[src/hdl/ffbp_pkg.sv]
// shared codes, widths and types for the two-dimensional first-fit bin packer
package ffbp_pkg;

  // field widths
  localparam int AMT_W    = 16;
  localparam int ENTRY_W  = 2 * AMT_W;
  localparam int OP_W     = 2;
  localparam int SLOT_W   = 6;
  localparam int STATUS_W = 3;
  localparam int BIN_W    = 6;
  localparam int OPEN_W   = 7;

  // operation codes
  localparam logic [OP_W-1:0] OP_LOAD  = 2'd0;
  localparam logic [OP_W-1:0] OP_PLACE = 2'd1;
  localparam logic [OP_W-1:0] OP_CLEAR = 2'd2;

  // status codes
  localparam logic [STATUS_W-1:0] ST_EXISTING = 3'd0;
  localparam logic [STATUS_W-1:0] ST_NEW      = 3'd1;
  localparam logic [STATUS_W-1:0] ST_OVERFULL = 3'd2;
  localparam logic [STATUS_W-1:0] ST_NO_SLOT  = 3'd3;
  localparam logic [STATUS_W-1:0] ST_DONE     = 3'd4;

  // one table entry: volume in the upper half, weight in the lower half
  typedef struct packed {
    logic [AMT_W-1:0] vol;
    logic [AMT_W-1:0] wgt;
  } room_t;

endpackage

[src/hdl/ffbp_ram.sv]
// generic single-port-write, single-port-read ram with registered read data
module ffbp_ram #(
  parameter int WIDTH = 32,
  parameter int DEPTH = 64,
  localparam int AddrW = (DEPTH > 1) ? $clog2(DEPTH) : 1
) (
  input  logic             clk,
  input  logic             wr_en,
  input  logic [AddrW-1:0] wr_addr,
  input  logic [WIDTH-1:0] wr_data,
  input  logic             rd_en,
  input  logic [AddrW-1:0] rd_addr,
  output logic [WIDTH-1:0] rd_data
);

  logic [WIDTH-1:0] mem [DEPTH];

  // write port
  always_ff @(posedge clk) begin
    if (wr_en) begin
      mem[wr_addr] <= wr_data;
    end
  end

  // registered read port, data held while not enabled
  always_ff @(posedge clk) begin
    if (rd_en) begin
      rd_data <= mem[rd_addr];
    end
  end

endmodule

[src/hdl/first_fit_two_dim_bin_packer.sv]
// top level of the two-dimensional first-fit bin packer
//
//  channel  handshake            payload
//  in       in_valid / in_stall  operation, slot_index, volume_amount, weight_amount
//  out      out_valid / out_stall status, bin_index, bins_open
//
// a load, clear or unused code goes from idle to done, then into the output register. a
// place landing in open bin j scans bins 0 to j in check, then done; one opening a new bin
// scans every open bin, then passes new and done; one finding no slot scans them all, then
// done: the scan reads one free-room entry per cycle from the single read port of the
// free-room ram. rst clears the fsm, the open-bin count and the output valid; ram contents
// are undefined until written. the input is taken again in the cycle after the result
// loads; a result held by out_stall keeps the next result, and so the input, waiting.
module first_fit_two_dim_bin_packer #(
  parameter int MAX_BINS = 64
) (
  input  logic                          clk,
  input  logic                          rst,
  input  logic                          in_valid,
  output logic                          in_stall,
  input  logic [ffbp_pkg::OP_W-1:0]     operation,
  input  logic [ffbp_pkg::SLOT_W-1:0]   slot_index,
  input  logic [ffbp_pkg::AMT_W-1:0]    volume_amount,
  input  logic [ffbp_pkg::AMT_W-1:0]    weight_amount,
  output logic                          out_valid,
  input  logic                          out_stall,
  output logic [ffbp_pkg::STATUS_W-1:0] status,
  output logic [ffbp_pkg::BIN_W-1:0]    bin_index,
  output logic [ffbp_pkg::OPEN_W-1:0]   bins_open
);

  localparam int IDX_W = (MAX_BINS > 1) ? $clog2(MAX_BINS) : 1;
  localparam int CNT_W = $clog2(MAX_BINS + 1);

  typedef enum logic [3:0] {
    S_IDLE  = 4'b0001,
    S_CHECK = 4'b0010,
    S_NEW   = 4'b0100,
    S_DONE  = 4'b1000
  } state_t;

  state_t state;

  logic [CNT_W-1:0]             open_count;
  logic [IDX_W-1:0]             scan;
  logic [ffbp_pkg::AMT_W-1:0]   item_vol;
  logic [ffbp_pkg::AMT_W-1:0]   item_wgt;
  logic [ffbp_pkg::STATUS_W-1:0] res_status;
  logic [IDX_W-1:0]             res_bin;

  logic                         in_accept;
  logic [CNT_W-1:0]             scan_next;
  logic                         fits;
  logic                         vol_short;
  logic                         wgt_short;
  logic [IDX_W-1:0]             new_bin;

  logic                         free_wr_en;
  logic [IDX_W-1:0]             free_wr_addr;
  ffbp_pkg::room_t              free_wr_data;
  logic                         free_rd_en;
  logic [IDX_W-1:0]             free_rd_addr;
  ffbp_pkg::room_t              free_rd_data;

  logic                         cap_wr_en;
  logic                         cap_rd_en;
  ffbp_pkg::room_t              cap_wr_data;
  ffbp_pkg::room_t              cap_rd_data;

  assign in_stall  = (state != S_IDLE);
  assign in_accept = in_valid && !in_stall;

  // scan and new-bin arithmetic
  assign scan_next = CNT_W'(scan) + CNT_W'(1);
  assign fits      = (free_rd_data.vol >= item_vol) && (free_rd_data.wgt >= item_wgt);
  assign vol_short = (cap_rd_data.vol < item_vol);
  assign wgt_short = (cap_rd_data.wgt < item_wgt);
  assign new_bin   = IDX_W'(open_count);

  // ram control
  always_comb begin
    free_wr_en   = 1'b0;
    free_wr_addr = scan;
    free_wr_data = '0;
    free_rd_en   = 1'b0;
    free_rd_addr = '0;
    case (state)
      S_IDLE: begin
        free_rd_en = in_accept && (operation == ffbp_pkg::OP_PLACE);
      end
      S_CHECK: begin
        if (fits) begin
          free_wr_en       = 1'b1;
          free_wr_data.vol = free_rd_data.vol - item_vol;
          free_wr_data.wgt = free_rd_data.wgt - item_wgt;
        end else begin
          free_rd_en   = 1'b1;
          free_rd_addr = IDX_W'(scan_next);
        end
      end
      S_NEW: begin
        free_wr_en       = 1'b1;
        free_wr_addr     = new_bin;
        free_wr_data.vol = vol_short ? '0 : cap_rd_data.vol - item_vol;
        free_wr_data.wgt = wgt_short ? '0 : cap_rd_data.wgt - item_wgt;
      end
      default: begin
        free_wr_en = 1'b0;
      end
    endcase
  end

  assign cap_wr_en   = in_accept && (operation == ffbp_pkg::OP_LOAD) &&
                       (32'(slot_index) < 32'(MAX_BINS));
  assign cap_rd_en   = in_accept && (operation == ffbp_pkg::OP_PLACE);
  assign cap_wr_data = '{vol: volume_amount, wgt: weight_amount};

  // free room of each open bin
  ffbp_ram #(
    .WIDTH (ffbp_pkg::ENTRY_W),
    .DEPTH (MAX_BINS)
  ) u_free_ram (
    .clk     (clk),
    .wr_en   (free_wr_en),
    .wr_addr (free_wr_addr),
    .wr_data (free_wr_data),
    .rd_en   (free_rd_en),
    .rd_addr (free_rd_addr),
    .rd_data (free_rd_data)
  );

  // capacity of each bin slot
  ffbp_ram #(
    .WIDTH (ffbp_pkg::ENTRY_W),
    .DEPTH (MAX_BINS)
  ) u_cap_ram (
    .clk     (clk),
    .wr_en   (cap_wr_en),
    .wr_addr (IDX_W'(slot_index)),
    .wr_data (cap_wr_data),
    .rd_en   (cap_rd_en),
    .rd_addr (new_bin),
    .rd_data (cap_rd_data)
  );

  // sequencer and open-bin count
  always_ff @(posedge clk) begin
    if (rst) begin
      state      <= S_IDLE;
      open_count <= '0;
    end else begin
      case (state)
        S_IDLE: begin
          if (in_accept) begin
            item_vol   <= volume_amount;
            item_wgt   <= weight_amount;
            scan       <= '0;
            res_status <= ffbp_pkg::ST_DONE;
            res_bin    <= '0;
            if (operation == ffbp_pkg::OP_PLACE) begin
              state <= (open_count == '0) ? S_NEW : S_CHECK;
            end else begin
              state <= S_DONE;
              if (operation == ffbp_pkg::OP_CLEAR) begin
                open_count <= '0;
              end
            end
          end
        end
        S_CHECK: begin
          if (fits) begin
            res_status <= ffbp_pkg::ST_EXISTING;
            res_bin    <= scan;
            state      <= S_DONE;
          end else if (scan_next == open_count) begin
            if (32'(open_count) >= 32'(MAX_BINS)) begin
              res_status <= ffbp_pkg::ST_NO_SLOT;
              res_bin    <= '0;
              state      <= S_DONE;
            end else begin
              state <= S_NEW;
            end
          end else begin
            scan <= IDX_W'(scan_next);
          end
        end
        S_NEW: begin
          res_status <= (vol_short || wgt_short) ? ffbp_pkg::ST_OVERFULL : ffbp_pkg::ST_NEW;
          res_bin    <= new_bin;
          open_count <= open_count + CNT_W'(1);
          state      <= S_DONE;
        end
        S_DONE: begin
          if (!out_valid || !out_stall) begin
            state <= S_IDLE;
          end
        end
        default: begin
          state <= S_IDLE;
        end
      endcase
    end
  end

  // output register
  always_ff @(posedge clk) begin
    if (rst) begin
      out_valid <= 1'b0;
    end else if (state == S_DONE && (!out_valid || !out_stall)) begin
      out_valid <= 1'b1;
    end else if (!out_stall) begin
      out_valid <= 1'b0;
    end
  end

  always_ff @(posedge clk) begin
    if (state == S_DONE && (!out_valid || !out_stall)) begin
      status    <= res_status;
      bin_index <= ffbp_pkg::BIN_W'(res_bin);
      bins_open <= ffbp_pkg::OPEN_W'(open_count);
    end
  end

`ifndef SYNTHESIS
  // open-bin count never passes the table depth
  assert property (@(posedge clk) disable iff (rst) 32'(open_count) <= 32'(MAX_BINS))
    else $error("open bin count beyond table depth");

  // the scan only ever looks at open bins
  assert property (@(posedge clk) disable iff (rst)
    state == S_CHECK |-> CNT_W'(scan) < open_count)
    else $error("scan index outside the open bins");

  // one transaction at a time: the input stalls right after a transaction
  assert property (@(posedge clk) disable iff (rst) in_accept |=> in_stall)
    else $error("input not stalled after a transaction");

  // a new bin always grows the count by one
  assert property (@(posedge clk) disable iff (rst)
    state == S_NEW |=> open_count == $past(open_count) + CNT_W'(1))
    else $error("new bin did not advance the open count");
`endif

endmodule
[config.mk]
export PLATFORM = sky130hd
export DESIGN_NAME = first_fit_two_dim_bin_packer
export DESIGN_NICKNAME = d
export VERILOG_FILES = /design/src/hdl/ffbp_pkg.sv /design/src/hdl/ffbp_ram.sv /design/src/hdl/first_fit_two_dim_bin_packer.sv
export SDC_FILE = /design/constraint.sdc
export NUM_CORES = 2
export LEC_CHECK = 0
export ABC_AREA = 1
export BUFFER_PORTS_ARGS = -buffer_cell sky130_fd_sc_hd__buf_2
export CORE_MARGIN = 1
export CORE_UTILIZATION = 49
export CTS_BUF_LIST = sky130_fd_sc_hd__clkbuf_8
export DETAILED_ROUTE_END_ITERATION = 10
export PLACE_DENSITY = 0.66
export SYNTH_ARGS = -nofsm -noshare
export SYNTH_HDL_FRONTEND = slang
export SYNTH_SLANG_ARGS = --single-unit
[constraint.sdc]
create_clock -name clk -period 11 [get_ports clk]
set_input_delay 1.1 -clock clk [delete_from_list [all_inputs] [get_ports clk]]
set_output_delay 1.1 -clock clk [all_outputs]
set_load 0.02 [all_outputs]
==> summary.md <==
| Metric | Value |
|---|---|
| Setup WS pre-CTS | `4.76 ns` |
| Cts bufs inserted | `666` |
| Setup-failing EPs final | `0` |
| Antenna Nets Post-Route | `0` |
| Fmax | `155 MHz` |
| Clk pwr share | `38.9%` |
| # DRC | `0` |
| Final Cycle Share | `58.6%` |
| Post-synth design cell area | `176000 um^2` |
| Register area share after synthesis | `72.0%` |
| Relative slew slack | `12.7%` |
| Asr flop ratio synth | `0%` |
| Share of layout cells above drive strength 1 | `9.99%` |
| Buffers on Ports | `61` |
| P_leak | `69.3 nW` |
| Setup CP Type | `reg -> reg` |
| Die area | `363000 um^2` |
| CTS root buffer | `clkbuf_8` |
| Die extent in y | `602 um` |
| Iteration-0 DRC Markers | `17100` |
| Post-synth EDFFs | `4223` |
| Row count | `220` |
| WHS Endpoint | `open_count[0]` |
| Post-synthesis cell count | `14600` |
| Hold Path Stages | `2` |
| Status | `finished, final reports clean` |
| First-pass GRT wire length | `772 mm` |
| R2R Path Start | `u_free_ram.rd_data[16]` |
| Net Count, Synth | `14700` |
| CTS clk-pin slew, worst paths | `0.06 ns` |
| Switching Share | `23.2%` |
| Largest net degree at the start of global routing | `229` |
| Clock Latency Late Sink | `1.26 ns` |
| Max-slew violations | `0` |
| 1st-pass router iterations | `9` |
| Reg2reg setup slack | `4.56 ns` |
| Initial antenna violation count | `40` |
| Syn Area/Cell | `12.1 um^2` |
| Vias per Instance | `6.01` |
| Clock buffer depth | `4` |
| Fin Setup TNS | `0 ns` |
| H-tree levels | `6` |
| Synth warnings | `0` |
| CP endpoint kind | `register` |
| Inst Count DP | `18800` |
| Slew at the pin closest to its max-slew limit | `1.31 ns` |
| Synthesis-stage register bit count | `4235` |
| Slowest cell on the critical path | `buf_4` |
| Tmin final | `6.44 ns` |
| Fin cells | `19900` |
| Cell Chain, Critical Path | `inv_1 -> ha_1 -> inv_1 -> fa_1 -> nand2_1 -> nand2_1 -> nand3_1 -> nand3_1 -> nand2_1 -> nand2_1 -> nand2_8 -> buf_4 -> buf_4 -> buf_4 -> nand3_1 -> nand2_1 -> nand2_1 -> nand3_1 -> nand3_1 -> nand3_1 -> nand3_1 -> nand2_1` |
| Reg2Reg Depth | `22` |
| Largest stage delay, worst path | `0.86 ns` |
| Setup Buffers After CTS | `0` |
| Worst Path Required | `12.03 ns` |
| CTS sink count | `4235` |
| Comb pwr share | `3.9%` |
| Worst hold slack | `0.166 ns` |
| Sw power | `7.19 mW` |
| TritonCTS clock tree | `built` |
| Count of hold-fix buffers inserted at cts | `0` |
| Crit-path max FO | `78` |
| Final Total Pwr | `30.9 mW` |
| Main synth FF type | `edfxtp_1` |
| Sequential share of power | `57.2%` |
| Initial core utilization | `49.2%` |
| Power per cell area | `159 nW/um^2` |
| WP data arrival | `7.47 ns` |
| Via Count | `120000` |
| RSZ-0062 raised after global routing | `false` |
| Post-route worst setup slack | `4.56 ns` |
| Die X | `602 um` |
| CTS resizes | `0` |
| Total global-route track usage | `29.0%` |
| Nets | `14800` |
| Worst Clk Skew | `0.0866 ns` |
| Routability Congestion | `0.951` |
| Placed inst area | `183000 um^2` |
| Max Cap Viol | `0` |
| Global route overflow | `0` |
| Beginning of the critical path | `u_free_ram.rd_data[16]` |
| Worst setup SP type | `register` |
| Core outline area | `359000 um^2` |
| Post-synthesis to final-layout area growth | `10.1%` |
| Number of global-route vias before repair | `112000` |
| Internal power | `23.7 mW` |
| Fin area | `194000 um^2` |
| Final core utilization | `54.2%` |
| VDD IR-drop max | `0.149 mV` |
| Worst reg2reg endpoint | `u_free_ram.rd_data[0]` |
| Worst hold path type | `in -> reg` |
| IO Count | `62` |
| Routed WL | `539 mm` |
| Count of cell types in the netlist | `51` |
| Final Hold Fails | `0` |
| Hold_sp | `rst` |
| Wire per inst | `27.0 um` |
| Hpwl dp | `282 mm` |
[placed cells by master, fill, tap and decap left out, types with 7 or more instances in the layout]
cell,instances
nand2_2,7
o221ai_1,153
a31o_2,12
nor3_1,13
clkinvlp_4,13
nand3_1,2397
inv_8,13
o2111ai_1,98
nand2_1,1846
nor2_4,133
o21ai_0,1094
a221oi_1,13
edfxtp_1,4223
clkinv_2,38
or2_2,154
nand4_1,30
a31oi_1,42
buf_2,61
o21ai_4,22
clkinv_8,11
dfxtp_1,8
inv_1,1392
nand3b_1,282
inv_6,17
a21oi_1,133
ha_1,67
clkbuf_8,674
clkinv_1,158
o22ai_1,346
o211ai_1,82
buf_12,31
a22o_1,18
buf_4,294
diode_2,8
nor2_1,1188
xor2_1,22
[cell usage after synthesis (all sizes together), types with 30 or more instances]
cell	number	area (um^2)
nor2	1323	4970
buf	481	2430
o21ai	1120	5610
a31oi	42	263
edfxtp	4223	127000
nand2	1857	6980
a21oi	134	671
o2111ai	98	858
inv	1168	4380
o22ai	346	2160
o211ai	82	616
nand3	2398	12000
or2	154	963
ha	67	838
nand3b	282	2120
nand4	30	188
clkbuf	514	1930
o221ai	153	1340
[power by group through the flow]
stage               logic [mW]  registers, mW  clock network (mW)
floorplan                0.643           18.0                   0
global placement          1.16           18.0                   0
detailed placement        1.17           18.0                   0
CTS                       1.17           17.7                12.1
global route              1.27           17.7                12.8
finish                    1.19           17.7                12.0
[registers in the layout, indices dropped and copies added, names as in the netlist]
name,cells
scan,6
u_free_ram.rd_data,32
u_free_ram.mem,2048
u_cap_ram.rd_data,32
res_status,3
bins_open,7
bin_index,6
state,4
item_vol,16
out_valid,1
u_cap_ram.mem,2048
res_bin,6
status,3
open_count,7
item_wgt,16
[worst max path at each step]
| stage | end | cells after the start |
|---|---|---|
| after floorplan | u_free_ram.mem[0][30] | 14 |
| after global placement | u_free_ram.rd_data[0] | 22 |
| after detailed placement | u_free_ram.rd_data[0] | 22 |
| after CTS | u_free_ram.rd_data[0] | 22 |
| after global routing | u_free_ram.rd_data[0] | 22 |
| final | u_free_ram.rd_data[0] | 22 |
[area by class of cell]
cell class              instances  area [um^2]
diodes                          8         20.0
clock buffers                 674         9280
clock inverters               485         2340
fillers                     29400       164000
inverters                    1171         4450
multi-input cells            8216        42100
flip-flops and latches       4235       127000
well taps                    4773         5970
repair buffers                386         3130
[routing by layer]
metal	up-vias	GRT usage (%)	routed length, um
met1	58700	37.9	200000
met5	-	0	169
li1	52600	-	-
met4	26	17.0	34800
met2	7232	45.0	246000
met3	1374	5.83	58400
[kinds of logic after synthesis]
group / Yosys count / synth area share, %
simple gates: 6064 / 15.5
flops: 4235 / 72.0
buf+inv: 2166 / 4.96
compound gates: 2054 / 6.90
fa+ha+maj: 71 / 0.520
xor+xnor: 27 / 0.134
[critical path, delay by kind of cell (launching register included)]
kind                     cells  cell delay (ns)
adder cells (fa/ha/maj)      2             0.53
AND/OR/NAND/NOR             15             2.66
buffers and inverters        5             2.47
flip-flops                   1             0.39
No activity file was read; power rests on OpenSTA's default activity.
